### src/hdl/ltrt_pkg.sv
// Package for the launch-triggered run timer.
// Holds shared constants, mode codes and the controller/datapath command types.
// No dependencies.
package ltrt_pkg;

    localparam int MAX_SAMPLES = 512;
    localparam int CNT_W       = 10;
    localparam int IDX_W       = 9;
    localparam int ROOT_STEPS  = 16;
    localparam int STEP_W      = 4;

    localparam int IN_TDATA_W  = 120;
    localparam int OUT_TDATA_W = 88;
    localparam int CFG_IDX_W   = 2;
    localparam int CFG_DATA_W  = 15;

    localparam logic [CFG_IDX_W-1:0] REG_LAUNCH_SPEED = 2'd0;
    localparam logic [CFG_IDX_W-1:0] REG_TARGET_SPEED = 2'd1;
    localparam logic [CFG_IDX_W-1:0] REG_ACCEL_DELTA  = 2'd2;

    localparam logic [8:0]  RST_LAUNCH_SPEED = 9'd2;
    localparam logic [8:0]  RST_TARGET_SPEED = 9'd97;
    localparam logic [14:0] RST_ACCEL_DELTA  = 15'd150;

    localparam logic FUNC_TICK = 1'b0;
    localparam logic FUNC_TAP  = 1'b1;

    typedef enum logic [1:0] {
        MODE_READY   = 2'd0,
        MODE_ARMED   = 2'd1,
        MODE_RUNNING = 2'd2,
        MODE_DONE    = 2'd3
    } t_mode;

    typedef enum logic [1:0] {
        S_IDLE,
        S_SQUARE,
        S_ROOT,
        S_UPDATE
    } t_state;

    typedef struct packed {
        logic              load;
        logic              sq_step;
        logic              rt_step;
        logic              commit;
        logic [STEP_W-1:0] step;
    } t_cmd;

    typedef struct packed {
        logic out_free;
    } t_stat;

endpackage

### src/hdl/ltrt_ctrl.sv
// Sequencer for the run timer: accept, square the axes, iterate the root,
// then commit the result. Depends on ltrt_pkg.
module ltrt_ctrl (
    input  logic            i_clk,
    input  logic            i_rst_n,
    input  logic            i_in_valid,
    output logic            o_in_ready,
    input  ltrt_pkg::t_stat i_stat,
    output ltrt_pkg::t_cmd  o_cmd
);
    import ltrt_pkg::*;

    t_state            r_state, n_state;
    logic [STEP_W-1:0] r_step,  n_step;

    always_ff @(posedge i_clk) begin
        if (!i_rst_n) begin
            r_state <= S_IDLE;
            r_step  <= '0;
        end else begin
            r_state <= n_state;
            r_step  <= n_step;
        end
    end

    always_comb begin
        n_state = r_state;
        n_step  = r_step;
        case (r_state)
            S_IDLE: begin
                n_step = '0;
                if (i_in_valid) n_state = S_SQUARE;
            end
            S_SQUARE: begin
                if (r_step == STEP_W'(2)) begin
                    n_step  = '0;
                    n_state = S_ROOT;
                end else begin
                    n_step = r_step + STEP_W'(1);
                end
            end
            S_ROOT: begin
                n_step = r_step + STEP_W'(1);
                if (r_step == STEP_W'(ROOT_STEPS - 1)) n_state = S_UPDATE;
            end
            S_UPDATE: begin
                if (i_stat.out_free) n_state = S_IDLE;
            end
            default: n_state = S_IDLE;
        endcase
    end

    always_comb begin
        o_in_ready     = 1'b0;
        o_cmd          = '0;
        o_cmd.step     = r_step;
        case (r_state)
            S_IDLE: begin
                o_in_ready = 1'b1;
                o_cmd.load = i_in_valid;
            end
            S_SQUARE: o_cmd.sq_step = 1'b1;
            S_ROOT:   o_cmd.rt_step = 1'b1;
            S_UPDATE: o_cmd.commit  = i_stat.out_free;
            default:  o_cmd = '0;
        endcase
    end

endmodule

### src/hdl/ltrt_dp.sv
// Datapath of the run timer: input capture, shared squarer, bit-pair root,
// run state, configuration registers and output register. Depends on ltrt_pkg.
module ltrt_dp (
    input  logic                              i_clk,
    input  logic                              i_rst_n,
    input  logic                              i_cfg_we,
    input  logic [ltrt_pkg::CFG_IDX_W-1:0]    i_cfg_idx,
    input  logic [ltrt_pkg::CFG_DATA_W-1:0]   i_cfg_data,
    input  logic                              i_func,
    input  logic [ltrt_pkg::IN_TDATA_W-1:0]   i_data,
    input  ltrt_pkg::t_cmd                    i_cmd,
    output ltrt_pkg::t_stat                   o_stat,
    output logic                              o_out_valid,
    input  logic                              i_out_ready,
    output logic [ltrt_pkg::OUT_TDATA_W-1:0]  o_out_data,
    output logic                              o_out_last
);
    import ltrt_pkg::*;

    logic [8:0]  r_launch_speed, r_target_speed;
    logic [14:0] r_accel_delta;

    logic        r_func, r_imu;
    logic [31:0] r_now;
    logic [8:0]  r_speed;
    logic [13:0] r_volt;
    logic [15:0] r_curr;
    logic signed [14:0] r_ax, r_ay, r_az;

    logic [29:0] r_acc;
    logic [31:0] r_rem, r_root;

    t_mode            r_mode;
    logic [31:0]      r_launch_time;
    logic [14:0]      r_base_mag;
    logic             r_base_ok;
    logic [CNT_W-1:0] r_count;

    logic                   r_out_valid, r_out_last;
    logic [OUT_TDATA_W-1:0] r_out_data;

    logic signed [14:0] sq_in;
    logic signed [29:0] sq_prod;
    logic [31:0] cur_rem, cur_root, rt_bit, rt_trial;
    logic [14:0] mag, mag_diff;
    logic        by_speed, by_imu, running;
    logic [31:0] el, n_elapsed;
    logic        n_valid, n_done;
    t_mode       n_mode;
    logic [31:0] n_launch_time;
    logic [14:0] n_base_mag;
    logic        n_base_ok;
    logic [CNT_W-1:0] n_count;

    assign o_stat.out_free = !r_out_valid || i_out_ready;
    assign o_out_valid     = r_out_valid;
    assign o_out_data      = r_out_data;
    assign o_out_last      = r_out_last;

    always_ff @(posedge i_clk) begin
        if (!i_rst_n) begin
            r_launch_speed <= RST_LAUNCH_SPEED;
            r_target_speed <= RST_TARGET_SPEED;
            r_accel_delta  <= RST_ACCEL_DELTA;
        end else if (i_cfg_we) begin
            case (i_cfg_idx)
                REG_LAUNCH_SPEED: r_launch_speed <= i_cfg_data[8:0];
                REG_TARGET_SPEED: r_target_speed <= i_cfg_data[8:0];
                REG_ACCEL_DELTA:  r_accel_delta  <= i_cfg_data;
                default: ;
            endcase
        end
    end

    always_ff @(posedge i_clk) begin
        if (i_cmd.load) begin
            r_func  <= i_func;
            r_now   <= i_data[31:0];
            r_speed <= i_data[40:32];
            r_volt  <= i_data[54:41];
            r_curr  <= i_data[70:55];
            r_ax    <= i_data[85:71];
            r_ay    <= i_data[100:86];
            r_az    <= i_data[115:101];
            r_imu   <= i_data[116];
        end
    end

    always_comb begin
        case (i_cmd.step[1:0])
            2'd0:    sq_in = r_ax;
            2'd1:    sq_in = r_ay;
            default: sq_in = r_az;
        endcase
    end
    assign sq_prod = 30'(sq_in) * 30'(sq_in);

    always_ff @(posedge i_clk) begin
        if (i_cmd.sq_step) begin
            r_acc <= ((i_cmd.step == '0) ? 30'd0 : r_acc) + 30'(sq_prod[28:0]);
        end
    end

    always_comb begin
        cur_rem  = (i_cmd.step == '0) ? 32'(r_acc) : r_rem;
        cur_root = (i_cmd.step == '0) ? 32'd0 : r_root;
        rt_bit   = 32'h4000_0000 >> {i_cmd.step, 1'b0};
        rt_trial = cur_root + rt_bit;
    end

    always_ff @(posedge i_clk) begin
        if (i_cmd.rt_step) begin
            if (cur_rem >= rt_trial) begin
                r_rem  <= cur_rem - rt_trial;
                r_root <= (cur_root >> 1) + rt_bit;
            end else begin
                r_rem  <= cur_rem;
                r_root <= cur_root >> 1;
            end
        end
    end

    assign mag      = r_root[14:0];
    assign mag_diff = (mag >= r_base_mag) ? mag - r_base_mag : r_base_mag - mag;
    assign by_speed = r_speed > r_launch_speed;
    assign by_imu   = r_base_ok && (mag_diff > r_accel_delta);

    always_comb begin
        n_mode        = r_mode;
        n_launch_time = r_launch_time;
        n_base_mag    = r_base_mag;
        n_base_ok     = r_base_ok;
        n_count       = r_count;
        n_valid       = 1'b0;
        n_done        = 1'b0;
        n_elapsed     = '0;
        running       = 1'b0;
        el            = '0;
        if (r_func == FUNC_TAP) begin
            if (r_mode == MODE_READY) begin
                n_base_ok  = r_imu;
                n_base_mag = r_imu ? mag : 15'd0;
                n_mode     = MODE_ARMED;
            end else if (r_mode == MODE_DONE) begin
                n_count = '0;
                n_mode  = MODE_READY;
            end
        end else begin
            running = (r_mode == MODE_RUNNING);
            if (r_mode == MODE_ARMED && (by_speed || by_imu)) begin
                n_launch_time = r_now;
                n_count       = '0;
                running       = 1'b1;
            end
            if (running) begin
                el = r_now - n_launch_time;
                if (n_count < CNT_W'(MAX_SAMPLES)) begin
                    n_valid   = 1'b1;
                    n_elapsed = el;
                    n_count   = n_count + CNT_W'(1);
                end
                n_mode = MODE_RUNNING;
                if (r_speed >= r_target_speed || n_count >= CNT_W'(MAX_SAMPLES)) begin
                    n_done    = 1'b1;
                    n_elapsed = el;
                    n_mode    = MODE_DONE;
                end
            end
        end
    end

    always_ff @(posedge i_clk) begin
        if (!i_rst_n) begin
            r_mode        <= MODE_READY;
            r_launch_time <= '0;
            r_base_mag    <= '0;
            r_base_ok     <= 1'b0;
            r_count       <= '0;
            r_out_valid   <= 1'b0;
        end else begin
            if (i_cmd.commit) begin
                r_mode        <= n_mode;
                r_launch_time <= n_launch_time;
                r_base_mag    <= n_base_mag;
                r_base_ok     <= n_base_ok;
                r_count       <= n_count;
                r_out_valid   <= 1'b1;
            end else if (i_out_ready) begin
                r_out_valid   <= 1'b0;
            end
        end
    end

    always_ff @(posedge i_clk) begin
        if (i_cmd.commit) begin
            r_out_last <= n_done;
            r_out_data <= {5'd0,
                           n_valid ? r_curr  : 16'd0,
                           n_valid ? r_volt  : 14'd0,
                           n_valid ? r_speed : 9'd0,
                           n_elapsed,
                           n_valid ? r_count[IDX_W-1:0] : IDX_W'(0),
                           n_valid,
                           n_mode};
        end
    end

endmodule

### src/hdl/launch_triggered_run_timer.sv
// Top level of the launch-triggered run timer.
// Joins ltrt_ctrl and ltrt_dp; depends on ltrt_pkg.
//
//  channel    direction  content
//  s_axis     in         tdata: sample fields, tuser: tick or tap
//  m_axis     out        tdata: mode and recorded sample, tlast: run ends
//  i_cfg_*    in         register writes: launch speed, target speed, delta
//
// A transaction's result enters the output register after the shared squarer
// has taken the three axes, the bit-pair root loop its sixteen steps, and the
// commit. One transaction is worked on at a time, so a new one is accepted only
// after the last is committed; it is taken while the result waits in the
// output register. A stalled m_axis holds the commit. Synchronous reset
// restores the ready mode and register defaults.
module launch_triggered_run_timer (
    input  logic                              i_clk,
    input  logic                              i_rst_n,
    input  logic                              i_cfg_we,
    input  logic [ltrt_pkg::CFG_IDX_W-1:0]    i_cfg_idx,
    input  logic [ltrt_pkg::CFG_DATA_W-1:0]   i_cfg_data,
    input  logic                              s_axis_tvalid,
    output logic                              s_axis_tready,
    // now_ms[31:0], speed_kph[40:32], pack_voltage_dv[54:41],
    // pack_current_da[70:55], accel_x_mg[85:71], accel_y_mg[100:86],
    // accel_z_mg[115:101], imu_ok[116], zero pad
    input  logic [ltrt_pkg::IN_TDATA_W-1:0]   s_axis_tdata,
    // func
    input  logic                              s_axis_tuser,
    output logic                              m_axis_tvalid,
    input  logic                              m_axis_tready,
    // mode[1:0], sample_valid[2], sample_index[11:3], elapsed_ms[43:12],
    // rec_speed_kph[52:44], rec_voltage_dv[66:53], rec_current_da[82:67], zero pad
    output logic [ltrt_pkg::OUT_TDATA_W-1:0]  m_axis_tdata,
    // run_done
    output logic                              m_axis_tlast
);
    import ltrt_pkg::*;

    t_cmd  cmd;
    t_stat stat;

    ltrt_ctrl u_ctrl (
        .i_clk      (i_clk),
        .i_rst_n    (i_rst_n),
        .i_in_valid (s_axis_tvalid),
        .o_in_ready (s_axis_tready),
        .i_stat     (stat),
        .o_cmd      (cmd)
    );

    ltrt_dp u_dp (
        .i_clk       (i_clk),
        .i_rst_n     (i_rst_n),
        .i_cfg_we    (i_cfg_we),
        .i_cfg_idx   (i_cfg_idx),
        .i_cfg_data  (i_cfg_data),
        .i_func      (s_axis_tuser),
        .i_data      (s_axis_tdata),
        .i_cmd       (cmd),
        .o_stat      (stat),
        .o_out_valid (m_axis_tvalid),
        .i_out_ready (m_axis_tready),
        .o_out_data  (m_axis_tdata),
        .o_out_last  (m_axis_tlast)
    );

endmodule
### config.mk
export PLATFORM = sky130hd
export DESIGN_NAME = launch_triggered_run_timer
export DESIGN_NICKNAME = d
export VERILOG_FILES = /design/src/hdl/ltrt_pkg.sv /design/src/hdl/ltrt_ctrl.sv /design/src/hdl/ltrt_dp.sv /design/src/hdl/launch_triggered_run_timer.sv
export SDC_FILE = /design/constraint.sdc
export NUM_CORES = 2
export LEC_CHECK = 0
export ABC_AREA = 1
export ABC_CLOCK_PERIOD_IN_PS = 9600
export BUFFER_PORTS_ARGS = -buffer_cell sky130_fd_sc_hd__buf_4
export CAP_MARGIN = 10
export CORE_ASPECT_RATIO = 0.7
export CORE_MARGIN = 3
export CORE_UTILIZATION = 35
export CTS_CLUSTER_DIAMETER = 200
export CTS_CLUSTER_SIZE = 10
export DETAILED_ROUTE_END_ITERATION = 7
export GPL_TIMING_DRIVEN = 1
export PLACE_DENSITY = 0.47
export REMOVE_ABC_BUFFERS = 1
export SLEW_MARGIN = 20
export SYNTH_ARGS = -nofsm -noshare
export SYNTH_HDL_FRONTEND = slang
export SYNTH_HIERARCHICAL = 1
export SYNTH_SLANG_ARGS = --single-unit
### constraint.sdc
create_clock -name i_clk -period 9.6 [get_ports i_clk]
set_input_delay 0.48 -clock i_clk [delete_from_list [all_inputs] [get_ports i_clk]]
set_output_delay 0.48 -clock i_clk [all_outputs]
set_load 0.02 [all_outputs]
* Yosys cells after proc, flatten, opt, wreduce, memory -nomap -nowiden
Index checks and enable logic that the tools add are counted.
** Storage, ports and cells
- Register bits :: 396
- Logic and storage cells :: 132
- Input bits :: 143
** Cells by class
- Muxes and demuxes :: 46
- Eq/ne operators :: 17
- $lt $le $gt $ge :: 7
- Bitwise logic cells :: 2
- $mul :: 1
- Reduce and logical (&&, ||, !) cells :: 21
- Shifts and indexed selects :: 1
- Add/subtract/negate cells :: 9
** Operator list (count)
- $mux 32 :: 7
- $mux 10 :: 9
- $sub 32x32->32 :: 2
- $add 31x32->32 :: 1
- $add 32x32->32 :: 1
- $ge 32x32->1 :: 1
- $shr 31x5->32 const A :: 1
- $mux 31 :: 1
- $add 30x29->30 :: 1
- $mux 15 :: 2
- $mux 30 :: 1
- $pmux 15 s2 :: 1
- $sub 15x15->15 :: 2
- $mul 15x15->29 :: 1
- $mux 2 :: 8
- $ge 15x15->1 :: 1
- $gt 15x15->1 :: 1
- $mux 1 :: 14
- $pmux 4 s3 :: 1
- $add 10x1->10 const B :: 1
- $eq 2x2->1 const B :: 5
- $ge 10x10->1 const B :: 1
- $lt 10x10->1 const B :: 1
- $ge 9x9->1 :: 1
- 21 further kinds :: 39

* Depth between registers and ports, before layout
- Depth in word-level cells :: 17
- Gate-level depth with buffers :: 47

* Modules after synthesis
Netlist, hierarchy kept.
** By module, submodules not included
- ltrt_dp :: area each 32626.3 µm², cells an instance 3916, instances 1, sequential area each 10770.3 µm²
- ltrt_ctrl :: area each 442.9 µm², cells an instance 67, instances 1, sequential area each 120.1 µm²

* Worst setup path before layout
No wires, ideal clock.
- Kind :: reg-to-reg
- Start :: register u_ctrl.r_step[0]
- End :: register u_dp.r_acc[26], data pin
- Library setup time :: 0.259 ns
- Slack :: 1.529 ns
- Required time :: 9.341 ns
- Arrival time :: 7.812 ns
- Buffers on the path :: 2
- Cell stages (with the launch flop) :: 41
- Cell sequence :: dfxtp_1 > inv_1 > nor2_1 > clkinv_1 > clkbuf_1 > o21a_1 > buf_2 > inv_1 > nor2_1 > fa_1 > inv_1 > fa_1 > inv_1 > fa_1 > inv_1 > fa_1 > inv_1 > fa_1 > [... 5 more ...] > nand2_1 > nand2_1 > nand3_1 > a31oi_1 > o21ai_0 > a21boi_0 > o21ai_0 > xor2_1 > ha_1 > nand2_1 > nor4_1 > nand4_1 > nand3_1 > nand2_1 > nand2_1 > nand3_1 > nand2_1 > xor2_1
** Between the ends
- Longest elaborated chain between the ends :: 4
- Elaborated cells between the ends (all ways) :: 7
** Ends and longest elaborated chain
- start: declaration :: line ltrt_ctrl.sv:14 : logic [STEP_W-1:0] r_step, n_step;
- start signal: assignment :: line ltrt_ctrl.sv:22 : r_step <= n_step;
- $eq 2x1->1 or $logic_not 2->1 (tied branches) :: line ltrt_dp.sv:90 : case (i_cmd.step[1:0])
- $pmux 15 s2 :: line ltrt_dp.sv:90
- $mul 15x15->29 :: line ltrt_dp.sv:96 : assign sq_prod = 30'(sq_in) * 30'(sq_in);
- $add 30x29->30 (*) :: line ltrt_dp.sv:100 : r_acc <= ((i_cmd.step == '0) ? 30'd0 : r_acc) + 30'(sq_prod[28:0]);
- end signal: assignment :: line ltrt_dp.sv:100
- end: declaration :: line ltrt_dp.sv:30 : logic [29:0] r_acc;
Mark *: on every way between the ends. The rest lies on a longest branch, timed or not.
A chain may end at the register's enable or synchronous reset.

* Final worst setup path
Same ends and word-level chain as after synthesis.

==> metrics.yaml <==
status: "finished, final reports clean"
numCtsBuffers: 45
synthCells: 3983
final_max_slew_viol_count: 0
hold_depth: 1
synth_area_sq_um: 33100
clock_latency_ns: 0.60
worstHoldPathType: "primary input to register"
holdCritStartpoint: "s_axis_tdata[71]"
finalSetupViolations: 0
synth_edf_count: 296
wl_mm: 91.1
hold_viol: 0
die_y_um: 263
r2r_end: "u_dp/r_acc[26]"
tightest_slew_ns: 1.07
synth.distinct_cells: 65
crit_top_cell: "inv_1"
yosys_warnings: 6
layout_min_cycle_time_ns: 8.84
cp_max_fo: 14
core_area_sq_um: 92900
avgSynthCellArea_sq_um: 8.30
initial_core_util: 0.356
path_class: "register to register"
cts-resized-gates: 0
worst_path_largest_cell_delay_ns: 0.53
crit_required_ns: 9.93
ys_ff_latch: 396
drc: 0
dp.final_hpwl_mm: 72.4
avgRoutedWirePerCell_um: 16.6
track_usage: 0.184
die_w_um: 373
cts-hold-fix-buffers: 0
ff2ff_setup_slack_ns: 0.76
fmax_ghz: 0.113
cts.sinks: 396
drive_above_1_share: 0.101
area_growth_pct: 13.9
synth_top_area_share: 0.269
crit_arrival_ns: 9.18
grt_overflow: 0
antenna_found_initial: 2
gp_congestion: 0.917
io_pins: 234
cts_buffer_depth: 3
max_slew_margin: 0.286
ys_seq_area_frac: 0.329
vias_per_cell: 4.81
root_buffer: "clkbuf_16"
yosysTopAreaCell: "edfxtp_1"
grt_pass1_wl_mm: 145
dieArea_sq_um: 98300
final_util: 0.406
finClkSkew_ns: 0.0401
vias: 26400
ys_top_cells_by_area: "edfxtp_1 27%, fa_1 12%, ha_1 11%, inv_1 8.6%, nand2_1 7.7%"
ant_nets: 0
synth_top_flop_cell: "edfxtp_1"
synthMostInstantiatedCell: "inv_1"
rsz0062_at_grt: "false"
port_buffers: 225
clk_pin_slew_worst_paths_ns: 0.07
cts_setup_buffers: 0
fillers: 9583
tns_ns: 0
dr.pass1.iters: 5
htreeDepth: 2
yosys-top-cells-count: "762 x inv_1, 679 x nand2_1, 378 x nor2_1"
cts_tree: "done"
async_flop_share: 0
grt_max_degree: 90
rr_startpoint: "u_ctrl/r_step[0]"
whs_endpoint: "u_dp/r_ax[0]"
final_nets: 4837
drt_iter0_markers: 2082
crit_slowest_cell: "fa_1"
worstRegToRegCells: 39
grt_pass1_vias: 25600
startpoint_type: "register"
cp-end-kind: "register"
drv_cap: 0
fin_crit_sh: 0.921
num_rows: 93
## placed cells by master, fill, tap and decap left out, drive strengths merged, types with 28 or more instances in the layout
cell type	instances
xnor2	45
nand2	696
nand4	28
xor2	115
ha	279
nor2	389
clkbuf	79
inv	794
nor3	48
o211ai	45
nand3	136
o21a	33
o21ai	254
dfxtp	100
mux2i	33
a21oi	260
edfxtp	296
fa	193
buf	278
## logic make-up after synthesis
group | share of synthesized area
other | 0.000113
multiplexers | 0.00999
AO/OA/AOI/OAI | 0.125
AND/OR/NAND/NOR | 0.167
buffers and inverters | 0.104
flip-flops | 0.329
adder cells (fa/ha/maj) | 0.222
XOR/XNOR | 0.0424
## flip-flops by register name, summed over array words and instances, names as in the netlist, 16 cells and up
| register | flops |
|---|---|
| u_dp/o_out_data | 83 |
| u_dp/r_launch_time | 32 |
| u_dp/r_now | 32 |
| u_dp/r_rem | 32 |
| u_dp/r_root | 32 |
| u_dp/r_acc | 30 |
| u_dp/r_curr | 16 |
## worst max-delay path, delay by kind of cell, from the launching register on
family                   cells  cell delay [ns]
buffers and inverters       10             1.26
AND/OR/NAND/NOR             14             1.93
adder cells (fa/ha/maj)      8             3.72
XOR/XNOR                     2             0.23
flip-flops                   1             0.32
AO/OA/AOI/OAI                5             1.16
## metrics by stage
stage                     instance area, sq um  worst slack [ns]  std cells  hold slack (ns)
after floorplan                          32600              1.29       3897            0.435
after global placement                   36300             0.768       5410            0.450
after detailed placement                 36300             0.763       5410            0.456
after CTS                                37700             0.737       5493          0.00740
after global routing                     37700            0.0115       5493           0.0161
final                                    37700             0.756       5494           0.0627
## area by class of cell
cell class	instances	area, sq um	share of cell area
flip-flops and latches	396	10900	0.289
clock buffers	79	1250	0.0333
diodes	1	2.50	0.0000664
clock inverters	4	88.8	0.00236
repair buffers	278	2110	0.0561
multi-input cells	2703	18800	0.498
inverters	798	3000	0.0797
well taps	1235	1550	0.0410
## how the worst max path moves through the flow
stage                startpoint        endpoint  slack, ns
6_report       u_ctrl/r_step[0]  u_dp/r_acc[26]       0.76
5_1_grt        u_ctrl/r_step[0]  u_dp/r_acc[26]       0.01
4_1_cts        u_ctrl/r_step[0]  u_dp/r_acc[26]       0.74
3_5_place_dp   u_ctrl/r_step[0]  u_dp/r_acc[26]       0.76
3_3_place_gp   u_ctrl/r_step[0]  u_dp/r_acc[26]       0.77
2_1_floorplan  u_ctrl/r_step[1]  u_dp/r_acc[28]       1.29
## per-layer routing
| metal | part of all wire | GRT usage | vias to the layer above |
|---|---|---|---|
| met3 | 0.072 | 0.0379 | 61 |
| met1 | 0.54 | 0.298 | 12300 |
| met5 | 0 | 0 | - |
| li1 | - | - | 13400 |
| met4 | 0.011 | 0.0257 | 0 |
| met2 | 0.38 | 0.252 | 626 |
Power is left out: the tool's default activity adds up to more than one toggle a clock period on the data nets, which glitch-free logic cannot reach.
